### src/design/steering_angle_banded_drive_assert.svh
// Assertion macros shared by the steering drive RTL.
// Depends on a clock named clk and an active-high reset named rst in the including scope.
`ifndef STEERING_ANGLE_BANDED_DRIVE_ASSERT_SVH
`define STEERING_ANGLE_BANDED_DRIVE_ASSERT_SVH
`ifndef SYNTHESIS
`define SABD_ASSERT_SAME(lbl, ante, cons) \
  lbl: assert property (@(posedge clk) disable iff (rst) (ante) |-> (cons)) \
    else $error("steering drive check failed");
`define SABD_ASSERT_NEXT(lbl, ante, cons) \
  lbl: assert property (@(posedge clk) disable iff (rst) (ante) |=> (cons)) \
    else $error("steering drive check failed");
`else
`define SABD_ASSERT_SAME(lbl, ante, cons)
`define SABD_ASSERT_NEXT(lbl, ante, cons)
`endif
`endif

### src/design/sabd_pkg.sv
// Shared types, constants and band table for the steering drive pipeline.
// No dependencies; used by every stage module and the top level.
package sabd_pkg;

  localparam int COUNTS_PER_TURN = 2048;
  localparam int POS_W           = 11;
  localparam int ERR_W           = 11;
  localparam int DUTY_W          = 14;
  localparam int TGT_W           = 12;

  // 2048 / 360 reduces to 256 / 45.
  localparam int TGT_MUL   = 256;
  localparam int TGT_DIV   = 45;
  // floor(2^23 / 45); the quotient estimate is at most one short.
  localparam int RECIP     = 186413;
  localparam int RECIP_SH  = 15;
  localparam int BAND_DIV  = (8192 / COUNTS_PER_TURN < 1) ? 1 : 8192 / COUNTS_PER_TURN;
  localparam int BANDS     = 9;

  localparam logic [11:0] BAND_BASE [BANDS] =
    '{12'd2048, 12'd1024, 12'd512, 12'd256, 12'd128, 12'd64, 12'd32, 12'd26, 12'd21};
  localparam logic [DUTY_W-1:0] BAND_DUTY [BANDS] =
    '{14'd9000, 14'd5000, 14'd3000, 14'd1400, 14'd1300, 14'd1250, 14'd1200, 14'd1150,
      14'd1000};

  typedef enum logic [1:0] {
    MODE_BRAKE    = 2'd0,
    MODE_FORWARD  = 2'd1,
    MODE_BACKWARD = 2'd2
  } mode_t;

  typedef struct packed {
    logic [TGT_W-1:0] quot_est;
    logic [8:0]       target;
    logic [POS_W-1:0] pos;
    logic             motor;
  } s1_t;

  typedef struct packed {
    logic signed [ERR_W-1:0] err;
    logic [POS_W-1:0]        pos;
    logic                    motor;
  } s2_t;

  typedef struct packed {
    logic [DUTY_W-1:0]       duty;
    mode_t                   mode;
    logic signed [ERR_W-1:0] err;
    logic [POS_W-1:0]        pos;
    logic                    motor;
  } res_t;

endpackage

### src/design/sabd_target.sv
// Stage one: folds the encoder count into one turn and estimates the target in counts.
// Depends on sabd_pkg.
module sabd_target (
  input  logic               clk,
  input  logic               rst,
  input  logic               in_valid,
  output logic               in_ready,
  input  logic signed [31:0] count,
  input  logic [8:0]         target,
  input  logic               motor,
  output logic               out_valid,
  input  logic               out_ready,
  output sabd_pkg::s1_t      out_data
);
  import sabd_pkg::*;

  logic [26:0] prod;

  // The turn is a power of two, so the non-negative residue is the low bits.
  assign prod     = 27'(target) * 27'(RECIP);
  assign in_ready = !out_valid || out_ready;

  always_ff @(posedge clk) begin
    if (rst) begin
      out_valid <= 1'b0;
    end else if (in_ready) begin
      out_valid <= in_valid;
    end
    if (in_ready && in_valid) begin
      out_data.quot_est <= TGT_W'(prod >> RECIP_SH);
      out_data.target   <= target;
      out_data.pos      <= count[POS_W-1:0];
      out_data.motor    <= motor;
    end
  end
endmodule

### src/design/sabd_error.sv
// Stage two: corrects the target quotient and forms the shortest wrap-around error.
// Depends on sabd_pkg.
module sabd_error (
  input  logic          clk,
  input  logic          rst,
  input  logic          in_valid,
  output logic          in_ready,
  input  sabd_pkg::s1_t in_data,
  output logic          out_valid,
  input  logic          out_ready,
  output sabd_pkg::s2_t out_data
);
  import sabd_pkg::*;

  logic [16:0]      numer;
  logic [16:0]      back;
  logic [16:0]      rem;
  logic [TGT_W-1:0] tgt;

  always_comb begin
    numer = 17'(in_data.target) * 17'(TGT_MUL);
    back  = 17'(in_data.quot_est) * 17'(TGT_DIV);
    rem   = numer - back;
    tgt   = (rem >= 17'(TGT_DIV)) ? in_data.quot_est + 1'b1 : in_data.quot_est;
  end

  assign in_ready = !out_valid || out_ready;

  always_ff @(posedge clk) begin
    if (rst) begin
      out_valid <= 1'b0;
    end else if (in_ready) begin
      out_valid <= in_valid;
    end
    if (in_ready && in_valid) begin
      // Offsetting by half a turn and folding equals a wrapping difference read as signed.
      out_data.err   <= signed'(tgt[ERR_W-1:0] - in_data.pos);
      out_data.pos   <= in_data.pos;
      out_data.motor <= in_data.motor;
    end
  end
endmodule

### src/design/sabd_band.sv
// Stage three: picks the duty from the falling band table and sets the drive mode.
// Depends on sabd_pkg.
module sabd_band (
  input  logic           clk,
  input  logic           rst,
  input  logic           in_valid,
  output logic           in_ready,
  input  sabd_pkg::s2_t  in_data,
  output logic           out_valid,
  input  logic           out_ready,
  output sabd_pkg::res_t out_data
);
  import sabd_pkg::*;

  logic [ERR_W-1:0]  mag;
  logic [DUTY_W-1:0] duty;
  mode_t             mode;

  always_comb begin
    mag  = in_data.err[ERR_W-1] ? ERR_W'(-in_data.err) : ERR_W'(in_data.err);
    duty = '0;
    // Walk from the smallest band up so that the largest matching band wins.
    for (int i = BANDS - 1; i >= 0; i--) begin
      if ({1'b0, mag} >= 12'(BAND_BASE[i] / BAND_DIV)) begin
        duty = BAND_DUTY[i];
      end
    end
    if (duty == '0) begin
      mode = MODE_BRAKE;
    end else if (!in_data.err[ERR_W-1] && in_data.err != '0) begin
      mode = MODE_FORWARD;
    end else begin
      mode = MODE_BACKWARD;
    end
  end

  assign in_ready = !out_valid || out_ready;

  always_ff @(posedge clk) begin
    if (rst) begin
      out_valid <= 1'b0;
    end else if (in_ready) begin
      out_valid <= in_valid;
    end
    if (in_ready && in_valid) begin
      out_data.duty  <= duty;
      out_data.mode  <= mode;
      out_data.err   <= in_data.err;
      out_data.pos   <= in_data.pos;
      out_data.motor <= in_data.motor;
    end
  end
endmodule

### src/design/steering_angle_banded_drive.sv
// Top level of the steering drive: three-stage pipeline from encoder sample to duty.
// Depends on sabd_pkg, sabd_target, sabd_error, sabd_band and the assertion header.
//
// Each transfer on the input stream carries one encoder sample and gives exactly one
// transfer on the output stream, in order. The block keeps no state between samples.
// It accepts one sample every cycle as long as the output does not stall. A result passes
// through the stage one and stage two registers, in that order, to the output register. The
// result sits in the output register until it is taken. The three stages are
// the reciprocal multiply that scales degrees to counts, the quotient correction with
// the wrap-around error, and the band table lookup. Each stage moves whenever the one
// after it is empty or moving. A stall on the output therefore holds the input only once
// every stage is full, which in a steady back-to-back stream is at once. Nothing is
// dropped or repeated. The turn is 2048 counts; the folded position is the low bits of
// the count.
`include "steering_angle_banded_drive_assert.svh"
module steering_angle_banded_drive (
  input  logic        clk,
  input  logic        rst,
  input  logic        s_tvalid,
  output logic        s_tready,
  input  logic [47:0] s_tdata,   // encoder_count[31:0], target_angle[40:32], zero fill
  input  logic        s_tuser,   // motor_index
  output logic        m_tvalid,
  input  logic        m_tready,
  output logic [39:0] m_tdata,   // drive_duty[13:0], drive_mode[15:14], angle_error[26:16],
                                 // wrapped_position[37:27], zero fill
  output logic        m_tuser    // motor_out
);
  import sabd_pkg::*;

  logic v1;
  logic r1;
  s1_t  d1;
  logic v2;
  logic r2;
  s2_t  d2;
  res_t res;

  sabd_target u_target (
    .clk       (clk),
    .rst       (rst),
    .in_valid  (s_tvalid),
    .in_ready  (s_tready),
    .count     (signed'(s_tdata[31:0])),
    .target    (s_tdata[40:32]),
    .motor     (s_tuser),
    .out_valid (v1),
    .out_ready (r1),
    .out_data  (d1)
  );

  sabd_error u_error (
    .clk       (clk),
    .rst       (rst),
    .in_valid  (v1),
    .in_ready  (r1),
    .in_data   (d1),
    .out_valid (v2),
    .out_ready (r2),
    .out_data  (d2)
  );

  sabd_band u_band (
    .clk       (clk),
    .rst       (rst),
    .in_valid  (v2),
    .in_ready  (r2),
    .in_data   (d2),
    .out_valid (m_tvalid),
    .out_ready (m_tready),
    .out_data  (res)
  );

  assign m_tdata = {2'b00, res.pos, res.err, res.mode, res.duty};
  assign m_tuser = res.motor;

  // A zero duty always means brake, and brake always means zero duty.
  `SABD_ASSERT_SAME(a_brake_duty, m_tvalid, (res.duty == '0) == (res.mode == MODE_BRAKE))
  // Forward drive only for a strictly positive error.
  `SABD_ASSERT_SAME(a_fwd_sign, m_tvalid && res.mode == MODE_FORWARD,
                    !res.err[ERR_W-1] && res.err != '0)
  // The input side only stalls when the output holds an untaken result.
  `SABD_ASSERT_SAME(a_stall_cause, !s_tready, m_tvalid && !m_tready)
  // A stalled result does not change.
  `SABD_ASSERT_NEXT(a_hold, m_tvalid && !m_tready, m_tvalid && $stable(m_tdata))
endmodule
### config.mk
export PLATFORM = sky130hd
export DESIGN_NAME = steering_angle_banded_drive
export DESIGN_NICKNAME = d
export VERILOG_FILES = /design/src/design/sabd_pkg.sv /design/src/design/sabd_target.sv /design/src/design/sabd_error.sv /design/src/design/sabd_band.sv /design/src/design/steering_angle_banded_drive.sv
export VERILOG_INCLUDE_DIRS = /design/src /design/src/design
export SDC_FILE = /design/constraint.sdc
export NUM_CORES = 1
export LEC_CHECK = 0
export BUFFER_PORTS_ARGS = -buffer_cell sky130_fd_sc_hd__buf_4
export CAP_MARGIN = 20
export CORE_MARGIN = 4
export CORE_UTILIZATION = 64
export CTS_BUF_LIST = sky130_fd_sc_hd__clkbuf_8
export DETAILED_ROUTE_END_ITERATION = 6
export PLACE_DENSITY = 0.92
export SYNTH_ARGS = -nofsm -noshare
export SYNTH_HDL_FRONTEND = slang
export SYNTH_SLANG_ARGS = --single-unit
### constraint.sdc
create_clock -name clk -period 16.83 [get_ports clk]
set_clock_uncertainty 0.1 [all_clocks]
set_input_delay 3.366 -clock clk [delete_from_list [all_inputs] [get_ports clk]]
set_output_delay 3.366 -clock clk [all_outputs]
set_load 0.01 [all_outputs]
* Yosys cells after proc, flatten, opt, wreduce, memory -nomap -nowiden
Index checks and enable logic that the tools add are counted.
** Cells by class
- Reductions and logical operators :: 13
- Shift operators :: 0
- Eq/ne operators :: 0
- $lt $le $gt $ge :: 10
- $mul :: 2
- Bitwise gates (word level) :: 0
- Add/sub/neg operators :: 4
- Muxes and demuxes :: 12
- Divide/modulo/power cells :: 0
** Operators with widths (number)
- $mux 11 :: 7
- $mul 9x18->27 const B :: 1
- $ge 11x3->1 const B :: 2
- $ge 17x6->1 const B :: 1
- $mul 12x6->17 const B :: 1
- $sub 17x17->17 :: 1
- $logic_not 14->1 :: 1
- $mux 14 :: 1
- $mux 13 :: 1
- $mux 12 :: 1
- $add 11x1->11 const B :: 1
- $ge 11x10->1 const B :: 1
- $ge 11x4->1 const B :: 1
- $ge 11x5->1 const B :: 1
- $ge 11x6->1 const B :: 1
- $ge 11x7->1 const B :: 1
- $ge 11x8->1 const B :: 1
- $ge 11x9->1 const B :: 1
- $neg 11->11 :: 1
- $reduce_bool 11->1 :: 1
- $sub 11x11->11 :: 1
- $mux 10 :: 1
- $logic_and 1x1->1 :: 4
- $logic_not 1->1 :: 4
- 2 further kinds :: 4
** Word-level totals
- ROM bits :: 0
- Word-level logic and storage cells :: 56
- Bits in latches :: 0
- Memories kept :: 0
- Register bits after elaboration :: 98
- Output and inout bits :: 43
- Bits in writable memories :: 0

* Depth between registers and ports, before layout
Gate-level depths: netlist of the first run.
- Depth in word-level cells :: 13
- Gate-level depth with buffers :: 29
- Depth with buffers taken out :: 27

* By module
Synthesis of the first run repeated with hierarchy kept, for this count alone.
** Unflattened totals
- Cell total of the unflattened synthesis :: 749
- Area total of the unflattened synthesis :: 8204.1 µm²
** Modules (own cells, without submodules)
- sabd_error :: times used 1, cells an instance 332, area an instance 3174.3 µm²
- sabd_target :: times used 1, cells an instance 279, area an instance 3155.5 µm²
- sabd_band :: times used 1, cells an instance 135, area an instance 1855.5 µm²
- steering_angle_banded_drive :: times used 1, cells an instance 3, area an instance 18.8 µm²

* Worst setup path before layout of the first run
Ideal clock, no wire load.
- Path type :: input-to-reg
- Start point :: input port s_tdata[36]
- End point :: register u_target.out_data[32] in the netlist's numbering, data pin
- Path buffers :: 0
- Stages on the path :: 16
- Data arrival time :: 7049 ps
- Path slack :: 9423 ps
- Cells stage by stage :: ha_1 ha_1 inv_1 fa_1 inv_1 fa_1 ha_1 a2111oi_0 o31ai_1 a221oi_2 o21ai_1 o2111ai_1 a31oi_1 a21o_1 a21oi_1 xnor2_1
** Between the ends
- Cells in the longest elaborated chain, start to end :: 1
** RTL lines
- from (decl) :: RTL line steering_angle_banded_drive.sv:21 : input logic [47:0] s_tdata,
- $mul 9x18->27 :: RTL line sabd_target.sv:20 : assign prod = 27'(target) * 27'(RECIP);
- net u_target.prod[26] :: RTL line sabd_target.sv:17 : logic [26:0] prod;
- to (decl) :: RTL line sabd_target.sv:13 : output sabd_pkg::s1_t out_data
The timed path passes the listed nets, and every way through them passes these cells.
A chain may end at the register's enable or synchronous reset.

* Final worst setup path of the first run
- Start point :: input port m_tready
- End point :: output port s_tready
** Between the ends
- Cells in the longest elaborated chain, start to end :: 3
** RTL lines
- from (decl) :: RTL line steering_angle_banded_drive.sv:24 : input logic m_tready,
- $logic_or 1x1->1 :: RTL line sabd_band.sv:37 : assign in_ready = !out_valid || out_ready;
- $logic_or 1x1->1 :: RTL line sabd_error.sv:27 : assign in_ready = !out_valid || out_ready;
- $logic_or 1x1->1 :: RTL line sabd_target.sv:21 : assign in_ready = !out_valid || out_ready;
- to (decl) :: RTL line steering_angle_banded_drive.sv:20 : output logic s_tready,
No other way between the ends.

==> qor.csv, run 1 <==
metric;value;unit
status;complete, no violations;
Startpoint Class;input pin;
final worst path period share;0.468;
YS warnings;0;
number of global-route vias before repair;5687;
I/O pins;96;
largest net degree at the start of global routing;39;
Antenna Violating Nets Remaining;0;
hpwl dp;13000;µm
via count;5338;
Req. time, crit path;13360;ps
final slew viol count;0;
Top FF cell, synth;edfxtp_1;
final cell count without fillers;920;
Fin. Hold Viols;0;
EDFF count, synth;94;
core area;0.0117;mm²
Crit Path Class;in2out;
antenna diode count;0;
first-pass GRT wire length;27000;µm
clock latency on the worst-skew pair;380;ps
Rel. slew slack;0.326;
clock buffer depth;2;
CTS root buffer;clkbuf_8;
Yosys top cell by area;edfxtp_1;
Area growth syn-to-layout;11.5;%
sequential-to-total area share from yosys stat;0.371;
share of cells above drive strength 1;0.122;
die width;118;µm
Reg clk slew, reported paths;90;ps
Synth area leaders;edfxtp_1 (36%), ha_1 (18%), fa_1 (14%);
post-synthesis area per instance;11.1;µm²
RSZ-0062 raised after global routing;false;
commonest non-fill, non-tap cells in the layout;inv_1 (142), ha_1 (111), edfxtp_1 (94), buf_4 (64), fa_1 (54);
Critical Path AT;4410;ps
most common cell after layout, fill and taps aside;inv_1;
max cap viols;0;
GRT overflow;0;
initial core utilization;0.667;
synthesized area;0.00777;mm²
initial antenna violation count;0;
Post-synth ARST share;0;
Post-CTS Setup Inserts;0;
CTS Sinks;97;
routed wire length per instance;17.7;µm
row count;39;
Die Y;118;µm
Post-CTS Hold Fix Bufs;0;
die area;0.0140;mm²
H-Tree Level Count;3;
via-per-instance ratio;5.80;
Mapped Cells;702;
synth unique cells;65;
f_max;0.127;GHz
# DRC;0;
Slew @ Worst Pin;1010;ps
GRT Overall Usage;0.239;
Synth top area share;0.363;
post-cts sizing count;0;
Min Clock Period, post-route;7870;ps
fill cell instance count of the final layout;715;
RePlAce Congestion;0.893;
# nets final;990;
setup_tns;0;ps
crit path max fanout;6;
dpl cells;903;
port bufs;64;
Final Setup Violations;0;
Critical Path Sink Type;output port;
DR pass1 iterations;7;
clock tree from TritonCTS;yes;
register bit count reported by yosys;97;
DRT iter0 DRCs;323;
DRT Wirelength;16300;µm
CTS buffer count;9;
worst hold path class;reg2reg;
## Yosys cell counts, drive strengths merged (7+ instances only)
cell type    n
xor2        25
nor2        37
edfxtp      94
xnor2       23
nor2b        7
o21ai       14
nand2       26
nor3        14
nand3       18
ha         111
nand2b       8
inv        143
fa          54
a21oi       28
a21o        12
## flip-flops by register name (all words and copies together) (netlist names)
name	cells
u_band.out_data	38
u_target.out_data	33
u_error.out_data	23
u_band.out_valid	1
u_error.out_valid	1
u_target.out_valid	1
## area by class of cell
class                   count  area [µm²]  area share
multi-input cells         455        4340       0.501
flip-flops and latches     97        2880       0.332
inverters                 143         537      0.0619
repair buffers             66         515      0.0595
well taps                 143         179      0.0206
clock buffers               9         124      0.0143
clock inverters             7        92.6      0.0107
## routing by layer
metal	GRT usage	vias up	wire, µm
met2	0.451	179	8930
met3	0.0411	58	607
li1	-	2530	-
met1	0.263	2571	6050
met5	0	-	0
met4	0.102	0	717
## final timing paths
kind / start / endpoint / slack [ps] / depth (start not counted)
hold / removal: u_error.out_data[2] / u_band.out_data[2] / 330 / 0
setup / recovery: m_tready / s_tready / 8960 / 4
setup reg to reg: u_target.out_data[29] / u_error.out_data[21] / 9430 / 25
hold reg to reg: u_error.out_data[2] / u_band.out_data[2] / 330 / 0
## critical path, stage by stage
cell and delay [ps]:
buf_4 110, nor2b_1 520, nand3_1 220, buf_4 200
## cells by family after synthesis
logic type,share of synthesized area
multiplexers,0.00274
other,0.000482
XOR/XNOR,0.0550
AND/OR/NAND/NOR,0.0913
buffers and inverters,0.0752
AO/OA/AOI/OAI,0.0868
adder cells (fa/ha/maj),0.318
flip-flops,0.371
## per-stage QoR
step | hold WS (ps) | setup WS (ps) | util | instance area (µm²)
after global placement | 302 | 8720 | 0.722 | 8420
after floorplan | 300 | 9420 | - | 7780
final | 327 | 8960 | 0.743 | 8670
after global routing | 342 | 8780 | 0.743 | 8670
after detailed placement | 305 | 8620 | 0.723 | 8430
after CTS | 328 | 8950 | 0.742 | 8650
Power of run 1 is not shown: default switching activity piles up to over one toggle a cycle in this logic, so the estimate is an artifact.
==> run 2, diff against run 1 <==
--- a/config.mk
+++ b/config.mk
@@ -9,10 +9,10 @@
 export BUFFER_PORTS_ARGS = -buffer_cell sky130_fd_sc_hd__buf_4
 export CAP_MARGIN = 20
 export CORE_MARGIN = 4
-export CORE_UTILIZATION = 64
+export CORE_UTILIZATION = 55
 export CTS_BUF_LIST = sky130_fd_sc_hd__clkbuf_8
 export DETAILED_ROUTE_END_ITERATION = 6
-export PLACE_DENSITY = 0.92
+export PLACE_DENSITY = 0.84
 export SYNTH_ARGS = -nofsm -noshare
 export SYNTH_HDL_FRONTEND = slang
 export SYNTH_SLANG_ARGS = --single-unit
==> constraint.sdc (replaced) <==
create_clock -name clk -period 6.5 [get_ports clk]
set_clock_uncertainty 0.1 [all_clocks]
set_input_delay 1.3 -clock clk [delete_from_list [all_inputs] [get_ports clk]]
set_output_delay 1.3 -clock clk [all_outputs]
set_load 0.01 [all_outputs]
==> run 2 against run 1 <==
  * Critical path type is now reg2reg
  * Highest routed layer unchanged
  * Non-clock buffer count is 26 higher
  * Critical path depth is 21 higher
  * Utilization is 8.9 points lower
  * The run now ends with design-rule violations left
  * Setup slack worse by 8800 ps
  * Clock-buffer cell count stayed put
  * Register-to-register slack worse by 9300 ps
  * Critical endpoint is now u_error.out_data[22]
==> qor.csv, run 2 (synthesis results as in run 1) <==
metric;value;unit
initial antenna violation count;0;
WP buf/inv;5;
# nets final;1016;
routed wire length per instance;15.1;µm
Req. time, crit path;6530;ps
r2r setup slk;160;ps
final worst path period share;0.976;
core area;0.0139;mm²
DRT Wirelength;14800;µm
sequential cell area;0.00288;mm²
Critical Path AT;6370;ps
DR pass1 iterations;7;
Reg clk slew, reported paths;110;ps
r2r startpoint;u_target.out_data[25];
row count;43;
Area growth syn-to-layout;16.8;%
H-Tree Level Count;3;
status;complete, but fails checks;
max reg flops;38;
Worst R2R Path Depth;25;
hpwl dp;11700;µm
antenna diode count;0;
CTS Sinks;97;
Critical Path Sink Type;flip-flop;
first-pass GRT wire length;24300;µm
number of global-route vias before repair;5345;
Post-CTS Hold Fix Bufs;0;
I/O pins;96;
Reg2Reg Capture Point;u_error.out_data[22];
clock tree from TritonCTS;yes;
die width;127;µm
DRT iter0 DRCs;265;
Slew @ Worst Pin;1010;ps
final cell count without fillers;983;
crit-path leading delay family;adder cells;
f_max;0.158;GHz
fill cell instance count of the final layout;1022;
Final Setup Violations;0;
Startpoint Class;flip-flop;
slowest stage cell, crit path;fa_1;
# DRC;1;
crit path max fanout;6;
Largest Register;u_band.out_data;
Antenna Violating Nets Remaining;0;
RePlAce Congestion;0.828;
clock latency on the worst-skew pair;370;ps
worst hold path class;reg2reg;
Fin. Hold Viols;0;
initial core utilization;0.560;
CP peak stage delay;530;ps
failing checks;design-rule violations;
final worst setup slack;157;ps
design area;0.00908;mm²
final slew viol count;0;
via-per-instance ratio;5.34;
largest net degree at the start of global routing;39;
Worst Hold End;u_band.out_data[6];
CTS buffer count;9;
Die Y;127;µm
dpl cell area;0.00862;mm²
Multi-input gate area;0.00450;mm²
via count;5254;
clock buffer depth;2;
max cap viols;0;
dpl cells;960;
Min Clock Period, post-route;6340;ps
most common cell after layout, fill and taps aside;inv_1;
share of cells above drive strength 1;0.187;
port bufs;64;
commonest non-fill, non-tap cells in the layout;inv_1 (140), ha_1 (102), edfxtp_1 (94), buf_4 (89), fa_1 (52);
CTS root buffer;clkbuf_8;
Largest regs;u_band.out_data (38), u_target.out_data (33), u_error.out_data (23);
die area;0.0161;mm²
worst slack at placement;-56.5;ps
worst hold path startpoint;u_error.out_data[6];
GRT Overall Usage;0.185;
Rel. slew slack;0.327;
GRT overflow;0;
Crit Path Class;reg2reg;
Hold Path Stages;0;
==> run 2: cell count changes in the layout (fill, tap and decap cells not counted), moves of 3 or more <==
cell     before  now
buf_4        64   89
ha_1        111  102
ha_4          0    6
a21oi_1      28   24
a21oi_2       0    4
ha_2          0    3
inv_6         3    0
nor2_1       37   34
nor2_2        0    3
==> run 2: how the worst max path moves through the flow <==
stage	startpoint	to	slack, ps	cells past startpoint
floorplan	u_target.out_data[29]	u_error.out_data[21]	160	27
global route	u_target.out_data[26]	u_error.out_data[22]	-150	25
detailed placement	u_target.out_data[30]	u_error.out_data[22]	-60	27
finish	u_target.out_data[25]	u_error.out_data[22]	160	25
CTS	u_target.out_data[28]	u_error.out_data[22]	10	27
global placement	u_target.out_data[30]	u_error.out_data[22]	80	27
==> run 2: final cells by class <==
class,instances,share of cell area
clock buffers,9,0.0136
repair buffers,92,0.0783
multi-input cells,455,0.495
inverters,143,0.0591
well taps,180,0.0248
clock inverters,7,0.0116
flip-flops and latches,97,0.317
==> run 2: worst register-to-register path, stage by stage, from the launching register on <==
cell      delay (ps)
edfxtp_1         460
ha_1             310
inv_1             70
fa_1             500
inv_1             60
fa_1             490
fa_1             530
inv_1             70
ha_4             260
a21oi_2          180
a21bo_1          220
o21ai_0          100
xor2_1           110
a31oi_1          200
a21oi_1           60
and4b_2          250
buf_6            140
buf_4            130
nor4b_1          440
xor2_1           260
ha_1             350
a21o_1           240
a31oi_4          190
nor2_2            70
a211oi_2         220
xor2_1           100
==> run 2: per-layer routing <==
metal,part of all wire,GRT usage
met5,0,0
met4,0.024,0.0637
met3,0.035,0.0198
met2,0.54,0.348
met1,0.40,0.217
==> run 2: through the flow <==
step	TNS, ps	util	hold slack, ps
6_report	0	0.654	330
5_1_grt	-147	0.654	337
4_1_cts	0	0.639	331
3_5_place_dp	-102	0.621	305
3_3_place_gp	0	0.621	302
2_1_floorplan	0	-	300
==> run 2: repair_timing <==
action	4_1_cts	5_1_grt
setup endpoints to repair	3	4
buffers inserted	1	5
gates resized for setup	2	32
pin swaps	0	10
Power of run 2 is left out for the same reason.
